==> config.mk <==
export PLATFORM = sky130hd
export DESIGN_NAME = confusion_matrix_f1_scorer
export DESIGN_NICKNAME = d
export VERILOG_FILES = /design/src/sv/cmf1_pkg.sv /design/src/sv/cmf1_front.sv /design/src/sv/cmf1_queue.sv /design/src/sv/cmf1_div.sv /design/src/sv/cmf1_back.sv /design/src/sv/confusion_matrix_f1_scorer.sv
export VERILOG_INCLUDE_DIRS = /design/src /design/src/sv
export SDC_FILE = /design/constraint.sdc
export NUM_CORES = 2
export LEC_CHECK = 0
export BUFFER_PORTS_ARGS = -buffer_cell sky130_fd_sc_hd__buf_2
export CORE_UTILIZATION = 40
export DETAILED_ROUTE_END_ITERATION = 12
export SETUP_SLACK_MARGIN = 0.05
export SLEW_MARGIN = 30
export SYNTH_ARGS = -nofsm -noshare
export SYNTH_HDL_FRONTEND = slang
export SYNTH_HIERARCHICAL = 1
export SYNTH_SLANG_ARGS = --single-unit
export TNS_END_PERCENT = 50
==> constraint.sdc <==
create_clock -name clk_i -period 14.5 [get_ports clk_i]
set_input_delay 0.725 -clock clk_i [delete_from_list [all_inputs] [get_ports clk_i]]
set_output_delay 0.725 -clock clk_i [all_outputs]
set_load 0.02 [all_outputs]
==> src/sv/confusion_matrix_f1_scorer_assert.svh <==
// Assertion macros shared by the confusion matrix scorer modules.
`ifndef CONFUSION_MATRIX_F1_SCORER_ASSERT_SVH
`define CONFUSION_MATRIX_F1_SCORER_ASSERT_SVH

// Same-cycle implication, checked on clk_i, off while rst_ni is low.
`define CMF1_ASSERT_IMP(name, ante, cons, msg) \
  name: assert property (@(posedge clk_i) disable iff (!rst_ni) (ante) |-> (cons)) \
    else $error(msg);

// Next-cycle implication, checked on clk_i, off while rst_ni is low.
`define CMF1_ASSERT_NXT(name, ante, cons, msg) \
  name: assert property (@(posedge clk_i) disable iff (!rst_ni) (ante) |=> (cons)) \
    else $error(msg);

`endif

==> src/sv/cmf1_pkg.sv <==
// Shared types, constants and helpers for the confusion matrix scorer.
package cmf1_pkg;

  localparam int COUNT_WIDTH_DEF = 32;
  localparam int FRAC_BITS_DEF   = 15;

  localparam int NUM_CLASSES = 5;
  localparam int CLASS_W     = 3;
  localparam int BASE_W      = 8;
  localparam int OP_W        = 2;
  localparam int PC_W        = 8;
  localparam int OUT_CNT_W   = 32;
  localparam int OUT_FRAC_W  = 16;
  localparam int QUEUE_DEPTH = 4;

  localparam logic [PC_W-1:0] PC_RESET = 8'd1;

  localparam logic [BASE_W-1:0] CH_A = 8'h41;
  localparam logic [BASE_W-1:0] CH_C = 8'h43;
  localparam logic [BASE_W-1:0] CH_G = 8'h47;
  localparam logic [BASE_W-1:0] CH_T = 8'h54;

  typedef enum logic [OP_W-1:0] {
    OP_COUNT  = 2'd0,
    OP_REPORT = 2'd1,
    OP_CLEAR  = 2'd2
  } op_e;

  typedef enum logic [CLASS_W-1:0] {
    CLS_A     = 3'd0,
    CLS_C     = 3'd1,
    CLS_G     = 3'd2,
    CLS_T     = 3'd3,
    CLS_OTHER = 3'd4
  } cls_e;

  typedef struct packed {
    op_e  op;
    cls_e act;
    cls_e pred;
  } cmd_t;

  typedef enum logic [2:0] {
    ST_IDLE,
    ST_LOAD,
    ST_DIVP,
    ST_DIVR,
    ST_MUL,
    ST_FGO,
    ST_DIVF,
    ST_EMIT
  } bk_state_e;

  function automatic cls_e base_class(input logic [BASE_W-1:0] b);
    cls_e c;
    unique case (b)
      CH_A:    c = CLS_A;
      CH_C:    c = CLS_C;
      CH_G:    c = CLS_G;
      CH_T:    c = CLS_T;
      default: c = CLS_OTHER;
    endcase
    return c;
  endfunction

endpackage

==> src/sv/cmf1_front.sv <==
// Front stage: takes input words, decodes the opcode and classifies both bases.
module cmf1_front (
  input  logic                       clk_i,
  input  logic                       rst_ni,
  input  logic                       in_valid_i,
  output logic                       in_ready_o,
  input  logic [cmf1_pkg::OP_W-1:0]   opcode_i,
  input  logic [cmf1_pkg::BASE_W-1:0] actual_base_i,
  input  logic [cmf1_pkg::BASE_W-1:0] predicted_base_i,
  input  logic                       q_full_i,
  output logic                       push_o,
  output cmf1_pkg::cmd_t             cmd_o
);
  import cmf1_pkg::*;

  logic v_q, v_d;
  logic take;
  logic known_op;
  cmd_t cmd_q, cmd_d;

  assign push_o     = v_q && !q_full_i;
  assign in_ready_o = !v_q || !q_full_i;
  assign take       = in_valid_i && in_ready_o;
  assign cmd_o      = cmd_q;

  always_comb begin
    cmd_d      = cmd_q;
    known_op   = 1'b1;
    cmd_d.act  = base_class(actual_base_i);
    cmd_d.pred = base_class(predicted_base_i);
    unique case (opcode_i)
      OP_COUNT:  cmd_d.op = OP_COUNT;
      OP_REPORT: cmd_d.op = OP_REPORT;
      OP_CLEAR:  cmd_d.op = OP_CLEAR;
      default:   known_op = 1'b0;  // unused opcode: word is dropped
    endcase
    if (take && known_op) begin
      v_d = 1'b1;
    end else if (push_o) begin
      v_d = 1'b0;
    end else begin
      v_d = v_q;
    end
  end

  always_ff @(posedge clk_i or negedge rst_ni) begin
    if (!rst_ni) begin
      v_q <= 1'b0;
    end else begin
      v_q <= v_d;
    end
  end

  always_ff @(posedge clk_i) begin
    if (take && known_op) begin
      cmd_q <= cmd_d;
    end
  end

endmodule

==> src/sv/cmf1_queue.sv <==
// Command queue between the front stage and the back end.
`include "confusion_matrix_f1_scorer_assert.svh"
module cmf1_queue (
  input  logic           clk_i,
  input  logic           rst_ni,
  input  logic           push_i,
  input  cmf1_pkg::cmd_t data_i,
  output logic           full_o,
  output logic           valid_o,
  output cmf1_pkg::cmd_t data_o,
  input  logic           pop_i
);
  import cmf1_pkg::*;

  localparam int PTR_W = $clog2(QUEUE_DEPTH);
  localparam int CNT_W = $clog2(QUEUE_DEPTH + 1);

  cmd_t             mem_q [QUEUE_DEPTH];
  logic [PTR_W-1:0] wr_q, rd_q;
  logic [CNT_W-1:0] cnt_q, cnt_d;

  assign full_o  = (cnt_q == CNT_W'(QUEUE_DEPTH));
  assign valid_o = (cnt_q != '0);
  assign data_o  = mem_q[rd_q];

  always_comb begin
    cnt_d = cnt_q;
    if (push_i && !pop_i) begin
      cnt_d = cnt_q + 1'b1;
    end else if (pop_i && !push_i) begin
      cnt_d = cnt_q - 1'b1;
    end
  end

  always_ff @(posedge clk_i or negedge rst_ni) begin
    if (!rst_ni) begin
      wr_q  <= '0;
      rd_q  <= '0;
      cnt_q <= '0;
    end else begin
      cnt_q <= cnt_d;
      if (push_i) begin
        wr_q <= wr_q + 1'b1;
      end
      if (pop_i) begin
        rd_q <= rd_q + 1'b1;
      end
    end
  end

  always_ff @(posedge clk_i) begin
    if (push_i) begin
      mem_q[wr_q] <= data_i;
    end
  end

  `CMF1_ASSERT_IMP(a_q_no_underflow, pop_i, cnt_q != '0, "queue popped while empty")
  `CMF1_ASSERT_IMP(a_q_no_overflow, push_i, cnt_q < CNT_W'(QUEUE_DEPTH), "queue pushed when full")
  `CMF1_ASSERT_NXT(a_q_cnt_inc, push_i && !pop_i, cnt_q == $past(cnt_q) + 1'b1, "queue count slip")

endmodule

==> src/sv/cmf1_div.sv <==
// Restoring divider: one quotient bit per cycle, quotient known to fit QW bits.
module cmf1_div #(
  parameter int DW = 35,
  parameter int QW = 16
) (
  input  logic          clk_i,
  input  logic          rst_ni,
  input  logic          start_i,
  input  logic [DW-1:0] rem0_i,
  input  logic [DW-1:0] den_i,
  input  logic [QW-1:0] low_i,
  output logic          done_o,
  output logic [QW-1:0] quot_o
);

  localparam int CW = $clog2(QW + 1);

  logic          busy_q, done_q;
  logic [CW-1:0] cnt_q;
  logic [DW-1:0] rem_q, den_q, rem_nxt;
  logic [QW-1:0] low_q, quot_q;
  logic          zero_q;
  logic [DW:0]   trial;
  logic          ge;

  // rem_q < den_q holds, so the shifted trial stays below twice the divisor
  assign trial   = {rem_q, low_q[QW-1]};
  assign ge      = (trial >= {1'b0, den_q});
  assign rem_nxt = ge ? DW'(trial - {1'b0, den_q}) : trial[DW-1:0];
  assign done_o  = done_q;
  assign quot_o  = zero_q ? '0 : quot_q;

  always_ff @(posedge clk_i or negedge rst_ni) begin
    if (!rst_ni) begin
      busy_q <= 1'b0;
      done_q <= 1'b0;
      cnt_q  <= '0;
    end else begin
      done_q <= 1'b0;
      if (start_i) begin
        busy_q <= 1'b1;
        cnt_q  <= CW'(QW);
      end else if (busy_q) begin
        cnt_q <= cnt_q - 1'b1;
        if (cnt_q == CW'(1)) begin
          busy_q <= 1'b0;
          done_q <= 1'b1;
        end
      end
    end
  end

  always_ff @(posedge clk_i) begin
    if (start_i) begin
      rem_q  <= rem0_i;
      den_q  <= den_i;
      low_q  <= low_i;
      zero_q <= (den_i == '0);
    end else if (busy_q) begin
      rem_q  <= rem_nxt;
      low_q  <= {low_q[QW-2:0], 1'b0};
      quot_q <= {quot_q[QW-2:0], ge};
    end
  end

endmodule

==> src/sv/cmf1_back.sv <==
// Back end: confusion matrix, count and clear execution, report sequencer.
`include "confusion_matrix_f1_scorer_assert.svh"
module cmf1_back #(
  parameter int COUNT_WIDTH = cmf1_pkg::COUNT_WIDTH_DEF,
  parameter int FRAC_BITS   = cmf1_pkg::FRAC_BITS_DEF
) (
  input  logic                           clk_i,
  input  logic                           rst_ni,
  input  logic                           cfg_we_i,
  input  logic [cmf1_pkg::PC_W-1:0]       pc_i,
  input  logic                           q_valid_i,
  input  cmf1_pkg::cmd_t                 q_cmd_i,
  output logic                           q_pop_o,
  output logic                           out_valid_o,
  input  logic                           out_ready_i,
  output logic [cmf1_pkg::CLASS_W-1:0]    class_index_o,
  output logic [cmf1_pkg::OUT_CNT_W-1:0]  hit_count_o,
  output logic [cmf1_pkg::OUT_FRAC_W-1:0] precision_value_o,
  output logic [cmf1_pkg::OUT_FRAC_W-1:0] recall_value_o,
  output logic [cmf1_pkg::OUT_FRAC_W-1:0] f1_value_o,
  output logic [cmf1_pkg::OUT_CNT_W-1:0]  total_pairs_o,
  output logic                           last_o
);
  import cmf1_pkg::*;

  localparam int CW = COUNT_WIDTH;
  localparam int RW = CW + 3;               // row and column sums
  localparam int QW = FRAC_BITS + 1;        // ratios up to 1.0
  localparam int PW = 2 * QW + 1;           // 2*p*r
  localparam int DW = (RW > QW + 1) ? RW : QW + 1;
  localparam int HW = (CW > OUT_CNT_W) ? CW : OUT_CNT_W;
  localparam int VW = (QW > OUT_FRAC_W) ? QW : OUT_FRAC_W;
  localparam logic [CW-1:0] CNT_MAX = {CW{1'b1}};
  localparam logic [QW-1:0] Q_ONE   = QW'(1) << FRAC_BITS;
  localparam logic [HW-1:0] HIT_MAX = HW'({OUT_CNT_W{1'b1}});
  localparam logic [VW-1:0] VAL_MAX = VW'({OUT_FRAC_W{1'b1}});

  bk_state_e st_q, st_d;

  logic [PC_W-1:0]    pc_q;
  logic [CW-1:0]      cell_q [NUM_CLASSES][NUM_CLASSES];
  logic [RW-1:0]      rowsum_q [NUM_CLASSES];
  logic [RW-1:0]      colsum_q [NUM_CLASSES];
  logic [CW-1:0]      pair_q;
  logic [RW-1:0]      pc5;

  logic [CLASS_W-1:0] cls_q;
  logic [CW-1:0]      diag_rd, diag_q;
  logic [RW-1:0]      row_q;
  logic [QW-1:0]      pr_q, rc_q, f1_q;
  logic [PW-1:0]      prod_q;
  logic [QW:0]        psum;

  logic               do_count, do_clear, emit;
  logic               div_start, div_done;
  logic [DW-1:0]      div_rem0, div_den;
  logic [QW-1:0]      div_low, div_quot;

  logic               ov_q;
  logic [CLASS_W-1:0] o_cls_q;
  logic [OUT_CNT_W-1:0]  o_hit_q, o_tot_q;
  logic [OUT_FRAC_W-1:0] o_pr_q, o_rc_q, o_f1_q;
  logic               o_last_q;
  logic [HW-1:0]      hit_w, tot_w;
  logic [VW-1:0]      pr_w, rc_w, f1_w;

  assign pc5     = (RW'(pc_q) << 2) + RW'(pc_q);
  assign diag_rd = cell_q[cls_q][cls_q];
  assign psum    = {1'b0, pr_q} + {1'b0, rc_q};

  cmf1_div #(
    .DW(DW),
    .QW(QW)
  ) u_div (
    .clk_i  (clk_i),
    .rst_ni (rst_ni),
    .start_i(div_start),
    .rem0_i (div_rem0),
    .den_i  (div_den),
    .low_i  (div_low),
    .done_o (div_done),
    .quot_o (div_quot)
  );

  // Sequencer. The divider sees num*2^F with all but its low QW bits preloaded as
  // remainder, which is valid because every quotient here is at most 1.0.
  always_comb begin
    st_d      = st_q;
    q_pop_o   = 1'b0;
    do_count  = 1'b0;
    do_clear  = 1'b0;
    emit      = 1'b0;
    div_start = 1'b0;
    div_rem0  = '0;
    div_den   = '0;
    div_low   = '0;
    unique case (st_q)
      ST_IDLE: begin
        if (q_valid_i) begin
          q_pop_o = 1'b1;
          unique case (q_cmd_i.op)
            OP_COUNT:  do_count = 1'b1;
            OP_REPORT: st_d = ST_LOAD;
            OP_CLEAR:  do_clear = 1'b1;
            default:   st_d = ST_IDLE;
          endcase
        end
      end
      ST_LOAD: begin
        div_start = 1'b1;
        div_rem0  = DW'(diag_rd >> 1);
        div_low   = {diag_rd[0], {FRAC_BITS{1'b0}}};
        div_den   = DW'(colsum_q[cls_q]);
        st_d      = ST_DIVP;
      end
      ST_DIVP: begin
        if (div_done) begin
          div_start = 1'b1;
          div_rem0  = DW'(diag_q >> 1);
          div_low   = {diag_q[0], {FRAC_BITS{1'b0}}};
          div_den   = DW'(row_q);
          st_d      = ST_DIVR;
        end
      end
      ST_DIVR: begin
        if (div_done) begin
          st_d = ST_MUL;
        end
      end
      ST_MUL: st_d = ST_FGO;
      ST_FGO: begin
        div_start = 1'b1;
        div_rem0  = DW'(prod_q >> QW);
        div_low   = prod_q[QW-1:0];
        div_den   = DW'(psum);
        st_d      = ST_DIVF;
      end
      ST_DIVF: begin
        if (div_done) begin
          st_d = ST_EMIT;
        end
      end
      ST_EMIT: begin
        if (!ov_q || out_ready_i) begin
          emit = 1'b1;
          st_d = (cls_q == CLASS_W'(CLS_OTHER)) ? ST_IDLE : ST_LOAD;
        end
      end
      default: st_d = ST_IDLE;
    endcase
  end

  always_ff @(posedge clk_i or negedge rst_ni) begin
    if (!rst_ni) begin
      st_q <= ST_IDLE;
    end else begin
      st_q <= st_d;
    end
  end

  // Matrix plus running row and column sums; sums move only when a cell moves
  always_ff @(posedge clk_i or negedge rst_ni) begin
    if (!rst_ni) begin
      pc_q   <= PC_RESET;
      pair_q <= '0;
      for (int i = 0; i < NUM_CLASSES; i++) begin
        rowsum_q[i] <= RW'(NUM_CLASSES) * RW'(PC_RESET);
        colsum_q[i] <= RW'(NUM_CLASSES) * RW'(PC_RESET);
        for (int j = 0; j < NUM_CLASSES; j++) begin
          cell_q[i][j] <= CW'(PC_RESET);
        end
      end
    end else begin
      if (cfg_we_i) begin
        pc_q <= pc_i;
      end
      if (do_clear) begin
        pair_q <= '0;
        for (int i = 0; i < NUM_CLASSES; i++) begin
          rowsum_q[i] <= pc5;
          colsum_q[i] <= pc5;
          for (int j = 0; j < NUM_CLASSES; j++) begin
            cell_q[i][j] <= CW'(pc_q);
          end
        end
      end else if (do_count) begin
        if (cell_q[q_cmd_i.act][q_cmd_i.pred] != CNT_MAX) begin
          cell_q[q_cmd_i.act][q_cmd_i.pred] <= cell_q[q_cmd_i.act][q_cmd_i.pred] + 1'b1;
          rowsum_q[q_cmd_i.act]  <= rowsum_q[q_cmd_i.act] + 1'b1;
          colsum_q[q_cmd_i.pred] <= colsum_q[q_cmd_i.pred] + 1'b1;
        end
        if (pair_q != CNT_MAX) begin
          pair_q <= pair_q + 1'b1;
        end
      end
    end
  end

  always_ff @(posedge clk_i or negedge rst_ni) begin
    if (!rst_ni) begin
      cls_q <= '0;
      ov_q  <= 1'b0;
    end else begin
      if (st_q == ST_IDLE) begin
        cls_q <= '0;
      end else if (emit) begin
        cls_q <= cls_q + 1'b1;
      end
      if (emit) begin
        ov_q <= 1'b1;
      end else if (out_ready_i) begin
        ov_q <= 1'b0;
      end
    end
  end

  always_ff @(posedge clk_i) begin
    if (st_q == ST_LOAD) begin
      diag_q <= diag_rd;
      row_q  <= rowsum_q[cls_q];
    end
    if (st_q == ST_DIVP && div_done) begin
      pr_q <= div_quot;
    end
    if (st_q == ST_DIVR && div_done) begin
      rc_q <= div_quot;
    end
    if (st_q == ST_MUL) begin
      prod_q <= (PW'(pr_q) * PW'(rc_q)) << 1;
    end
    if (st_q == ST_DIVF && div_done) begin
      f1_q <= div_quot;
    end
  end

  // Output clamps
  assign hit_w = HW'(diag_q);
  assign tot_w = HW'(pair_q);
  assign pr_w  = VW'(pr_q);
  assign rc_w  = VW'(rc_q);
  assign f1_w  = VW'(f1_q);

  always_ff @(posedge clk_i) begin
    if (emit) begin
      o_cls_q  <= cls_q;
      o_hit_q  <= (hit_w > HIT_MAX) ? {OUT_CNT_W{1'b1}} : hit_w[OUT_CNT_W-1:0];
      o_tot_q  <= (tot_w > HIT_MAX) ? {OUT_CNT_W{1'b1}} : tot_w[OUT_CNT_W-1:0];
      o_pr_q   <= (pr_w > VAL_MAX) ? {OUT_FRAC_W{1'b1}} : pr_w[OUT_FRAC_W-1:0];
      o_rc_q   <= (rc_w > VAL_MAX) ? {OUT_FRAC_W{1'b1}} : rc_w[OUT_FRAC_W-1:0];
      o_f1_q   <= (f1_w > VAL_MAX) ? {OUT_FRAC_W{1'b1}} : f1_w[OUT_FRAC_W-1:0];
      o_last_q <= (cls_q == CLASS_W'(CLS_OTHER));
    end
  end

  assign out_valid_o       = ov_q;
  assign class_index_o     = o_cls_q;
  assign hit_count_o       = o_hit_q;
  assign precision_value_o = o_pr_q;
  assign recall_value_o    = o_rc_q;
  assign f1_value_o        = o_f1_q;
  assign total_pairs_o     = o_tot_q;
  assign last_o            = o_last_q;

  `CMF1_ASSERT_IMP(a_row0_sum, 1'b1, rowsum_q[0] == RW'(cell_q[0][0]) + RW'(cell_q[0][1]) + RW'(cell_q[0][2]) + RW'(cell_q[0][3]) + RW'(cell_q[0][4]), "row sum out of step with cells")
  `CMF1_ASSERT_IMP(a_col0_sum, 1'b1, colsum_q[0] == RW'(cell_q[0][0]) + RW'(cell_q[1][0]) + RW'(cell_q[2][0]) + RW'(cell_q[3][0]) + RW'(cell_q[4][0]), "column sum out of step with cells")
  `CMF1_ASSERT_IMP(a_ratio_bound, div_done && (st_q == ST_DIVP || st_q == ST_DIVR), div_quot <= Q_ONE, "ratio above one")
  `CMF1_ASSERT_IMP(a_last_class, ov_q, o_last_q == (o_cls_q == CLASS_W'(CLS_OTHER)), "last flag on wrong class")

endmodule

==> src/sv/confusion_matrix_f1_scorer.sv <==
// Top level of the confusion matrix precision, recall and F1 scorer.
// Each input word carries an opcode and two base bytes. Count (0) classifies
// actual and predicted bytes as A, C, G, T or other and bumps one cell of a
// 5x5 matrix plus the pair total, all saturating at 2^COUNT_WIDTH-1. Clear (2)
// reloads every cell with the pseudocount register and zeroes the pair total;
// reset does the same with a pseudocount of 1. Report (1) produces five
// result words, classes 0..4 in order, each with the diagonal count,
// precision (diagonal over column sum), recall (diagonal over row sum), F1
// and the pair total; ratios are unsigned with FRAC_BITS fraction bits,
// truncated, 0 on a zero denominator, and last marks the fifth word. Opcode 3
// is dropped. Timing: a front register and a 4-word queue feed the back end,
// which retires one count or clear word per cycle while no report runs. A
// report holds the back end until its fifth word is emitted; every class runs
// the one shared bit-serial divider three times (precision, recall, F1). While
// a report runs, up to five more words are still taken in. The pseudocount
// write port is always ready; writing it does not touch the matrix until
// the next clear.
module confusion_matrix_f1_scorer #(
  parameter int COUNT_WIDTH = cmf1_pkg::COUNT_WIDTH_DEF,  // 16..48
  parameter int FRAC_BITS   = cmf1_pkg::FRAC_BITS_DEF     // 8..30
) (
  input  logic                           clk_i,
  input  logic                           rst_ni,
  // pseudocount write port
  input  logic                           cfg_valid_i,
  output logic                           cfg_ready_o,
  input  logic [cmf1_pkg::PC_W-1:0]       pseudocount_i,
  // input words
  input  logic                           in_valid_i,
  output logic                           in_ready_o,
  input  logic [cmf1_pkg::OP_W-1:0]       opcode_i,
  input  logic [cmf1_pkg::BASE_W-1:0]     actual_base_i,
  input  logic [cmf1_pkg::BASE_W-1:0]     predicted_base_i,
  // result words
  output logic                           out_valid_o,
  input  logic                           out_ready_i,
  output logic [cmf1_pkg::CLASS_W-1:0]    class_index_o,
  output logic [cmf1_pkg::OUT_CNT_W-1:0]  hit_count_o,
  output logic [cmf1_pkg::OUT_FRAC_W-1:0] precision_value_o,
  output logic [cmf1_pkg::OUT_FRAC_W-1:0] recall_value_o,
  output logic [cmf1_pkg::OUT_FRAC_W-1:0] f1_value_o,
  output logic [cmf1_pkg::OUT_CNT_W-1:0]  total_pairs_o,
  output logic                           last_o
);
  import cmf1_pkg::*;

  logic push, q_full, q_valid, q_pop;
  cmd_t front_cmd, q_cmd;

  // Register write is a single 8-bit register, never stalls.
  assign cfg_ready_o = 1'b1;

  // Opcode decode and base classification, one word per cycle while the queue is not full.
  cmf1_front u_front (
    .clk_i           (clk_i),
    .rst_ni          (rst_ni),
    .in_valid_i      (in_valid_i),
    .in_ready_o      (in_ready_o),
    .opcode_i        (opcode_i),
    .actual_base_i   (actual_base_i),
    .predicted_base_i(predicted_base_i),
    .q_full_i        (q_full),
    .push_o          (push),
    .cmd_o           (front_cmd)
  );

  // Decouples the front from a back end busy with a report.
  cmf1_queue u_queue (
    .clk_i  (clk_i),
    .rst_ni (rst_ni),
    .push_i (push),
    .data_i (front_cmd),
    .full_o (q_full),
    .valid_o(q_valid),
    .data_o (q_cmd),
    .pop_i  (q_pop)
  );

  // Matrix, counters, divider and the result register.
  cmf1_back #(
    .COUNT_WIDTH(COUNT_WIDTH),
    .FRAC_BITS  (FRAC_BITS)
  ) u_back (
    .clk_i            (clk_i),
    .rst_ni           (rst_ni),
    .cfg_we_i         (cfg_valid_i),
    .pc_i             (pseudocount_i),
    .q_valid_i        (q_valid),
    .q_cmd_i          (q_cmd),
    .q_pop_o          (q_pop),
    .out_valid_o      (out_valid_o),
    .out_ready_i      (out_ready_i),
    .class_index_o    (class_index_o),
    .hit_count_o      (hit_count_o),
    .precision_value_o(precision_value_o),
    .recall_value_o   (recall_value_o),
    .f1_value_o       (f1_value_o),
    .total_pairs_o    (total_pairs_o),
    .last_o           (last_o)
  );

endmodule
==> out/results.ini <==
[detailed_routing]
drt.antenna.violating_nets = 0
drt_iter0_drc = 7814
drc = 0
wl_per_cell_um = 27.30
drt_wl_total_um = 309600
firstDrtPassIters = 8
drt-vias-per-instance = 6.142
vias = 69674

[layout]
nets = 8635
synthToLayoutAreaGrowth_pct = 10.86
nFillCells = 20329
multi_input_area_um2 = 42120
seq_area_um2 = 42590
final_util_pct = 44.65
drive_gt1_share_pct = 13.50
final_area_um2 = 98100

[floorplan]
die_y_um = 472.4
die_w_um = 472.4
rows = 172
core_um2 = 219700
dieArea_um2 = 223100
io_pins = 150
initial_core_util_pct = 40.27

[logic_synthesis]
ys.warnings.count = 6
async_reset_ff_share_pct = 74.91
syn_area_per_cell_um2 = 10.56
synth_cell_types = 109
synth-seq-area-share_pct = 48.12
yosysMostFrequentCell = dfrtp_1
synth_cells = 8381
yosys-top-cells-area = dfrtp_1 33%, edfxtp_1 14%, o21ai_0 5.0%
synth_common_cells = 1166 x dfrtp_1, 1149 x nand2_1, 880 x o21ai_0
synth_edf_count = 406
synth_flop_cell = dfrtp_1
ys_seq_elements = 1618
yosysTopAreaCell = dfrtp_1
synth_top_area_share_pct = 32.97
synth_area_um2 = 88490

[timing]
rsz0062_at_grt = no
hold_slack_ns = 0.1042
drv_slew = 0
max_freq_ghz = 0.1122
tns_ns = 0
maxSlewHeadroom_pct = 23.59
fin_crit_sh_pct = 61.47
setup_viol = 0
fin_worst_skew_ns = 0.05903
finalHoldViolations = 0
worst_pin_slew_ns = 1.146
post-route-min-period_ns = 8.913

[power]
p_seq_share_pct = 44.7
p_per_area_nw_per_um2 = 111.0
p_comb_share_pct = 11.5
internal_power_mw = 7.961
peakVddDrop_mv = 0.08813
power_mw = 10.89
power_leakage_nw = 41.20
clkPwrFrac_pct = 43.8
p_sw_mw = 2.927
swShare_pct = 26.88

[clocking]
clkSinkCount = 1618
ctsRootBufferMaster = clkbuf_16
cts-resized-gates = 0
clk_latency_ns = 0.89
clk_pin_slew_ns = 0.06
cts_tree = yes
htree_levels = 4
holdBufCountCts = 1
ctsLongestPathBuffers = 3
post_cts_buffers = 0
cts_buffers = 179

[global_route]
grt_antenna_before_repair = 15
grt_pass1_vias = 68942
grt_start_max_net_pins = 153
grtUsageTotal_pct = 27.46
grt_pass1_wl_um = 461100
grt_overflow_total = 0

[critical_path]
critPathLaunchType = flop
endpoint_kind = flop
path_max_fanout = 80
crit_type = reg -> reg
required_ns = 15.28
crit_arrival_ns = 9.69

[worst_hold_path]
hold_class = in -> reg

[flow_run]
drv_cap = 0

[placed_design]
hpwl_um = 199100
placed_cell_area_um2 = 91760
place.gp.congestion = 0.9239
port_buffers = 148

[run_status]
status = completed

==> kinds of logic after synthesis <==
logic type / Yosys count / share of synthesized area, %
xor+xnor: 201 / 1.989
fa+ha+maj: 380 / 7.053
simple gates: 2039 / 10.40
mux: 757 / 9.955
buf+inv: 1003 / 5.069
compound gates: 2381 / 17.41
other cells: 2 / 0.008487
flops: 1618 / 48.12
==> critical path, stage by stage, from the launching register on <==
cell     delay (ns)
dfrtp_1        0.70
mux4_4         0.93
buf_4          0.72
buf_4          0.70
buf_4          0.66
mux4_2         0.59
a22oi_1        0.19
nor2_1         0.05
or4_1          0.66
nor4b_2        0.24
nand4_2        0.27
or4_4          0.81
buf_4          0.69
buf_4          0.80
nand2_1        0.28
o21ai_0        0.25
==> layout by cell type, fill, tap and decap left out, types with 135 or more instances in the layout <==
| cell | count |
|---|---|
| o21ai_0 | 880 |
| mux2i_1 | 438 |
| buf_2 | 147 |
| inv_1 | 320 |
| a32o_1 | 135 |
| o31ai_1 | 193 |
| a21oi_1 | 371 |
| nand2_1 | 1148 |
| nor2_1 | 309 |
| dfrtp_1 | 1163 |
| mux2_2 | 217 |
| clkbuf_16 | 186 |
| ha_1 | 181 |
| o22ai_1 | 142 |
| buf_4 | 177 |
| edfxtp_1 | 406 |
| fa_1 | 198 |
==> flip-flops by register name (all words and copies together), names as in the netlist, 16 cells and up <==
name and cells:
u_back/u_div/low_q 16, u_back/hit_count_o 32, u_back/u_div/rem_q 35, u_back/diag_q 32, u_back/rowsum_q 175, u_back/prod_q 32, u_back/recall_value_o 16, u_back/colsum_q 175
u_back/total_pairs_o 32, u_back/f1_value_o 16, u_back/rc_q 16, u_back/f1_q 16, u_back/cell_q 800, u_queue/mem_q 32, u_back/pr_q 16, u_back/u_div/quot_q 16
u_back/row_q 35, u_back/precision_value_o 16, u_back/pair_q 32, u_back/u_div/den_q 35
==> final cells by class <==
type,count,share of cell area (%)
Timing Repair Buffer,337,2.338
Multi-Input combinational cell,5764,42.93
Tap cell,2958,3.773
Sequential cell,1618,43.41
Antenna cell,8,0.02041
Inverter,324,1.242
Clock inverter,85,1.028
Clock buffer,250,5.255
==> worst paths after layout <==
kind,from,endpoint,slack [ns],cells after the start
setup / recovery,u_queue/rd_q[0]$_DFFE_PN0P_,u_back/colsum_q[98]$_DFFE_PN0P_,5.59,15
hold / removal,pseudocount_i[6],u_back/pc_q[6]$_DFFE_PN0P_,0.10,2
setup reg to reg,u_queue/rd_q[0]$_DFFE_PN0P_,u_back/colsum_q[98]$_DFFE_PN0P_,5.59,15
hold reg to reg,u_back/f1_q[4]$_DFFE_PP_,u_back/f1_value_o[4]$_DFFE_PP_,0.42,0
max in group asynchronous,rst_ni,u_back/cell_q[540]$_DFFE_PN0P_,10.78,5
min in group asynchronous,rst_ni,u_back/pair_q[6]$_DFFE_PN0P_,0.50,2
==> power groups by stage <==
stage / clock network (mW) / logic [mW] / registers, mW
3_3_place_gp: 0 / 1.20 / 4.94
6_report: 4.77 / 1.25 / 4.86
4_1_cts: 4.84 / 1.22 / 4.86
5_1_grt: 5.02 / 1.32 / 4.87
3_5_place_dp: 0 / 1.22 / 4.95
2_1_floorplan: 0 / 0.803 / 4.92
==> metrics by stage <==
stage               std cells  worst slack [ns]
CTS                     11333             5.637
global route            11338             5.199
global placement        10997             5.886
detailed placement      10997             5.679
floorplan                8385             7.917
finish                  11344             5.587
==> layer usage <==
layer / part of all wire [%] / track usage (%) / vias to the layer above
li1: - / - / 29833
met3: 10 / 6.892 / 765
met4: 4.9 / 12.73 / 10
met1: 40 / 36.54 / 35333
met2: 45 / 41.90 / 3733
met5: 0.020 / 0 / -
Power figures use the tool's default switching activity.
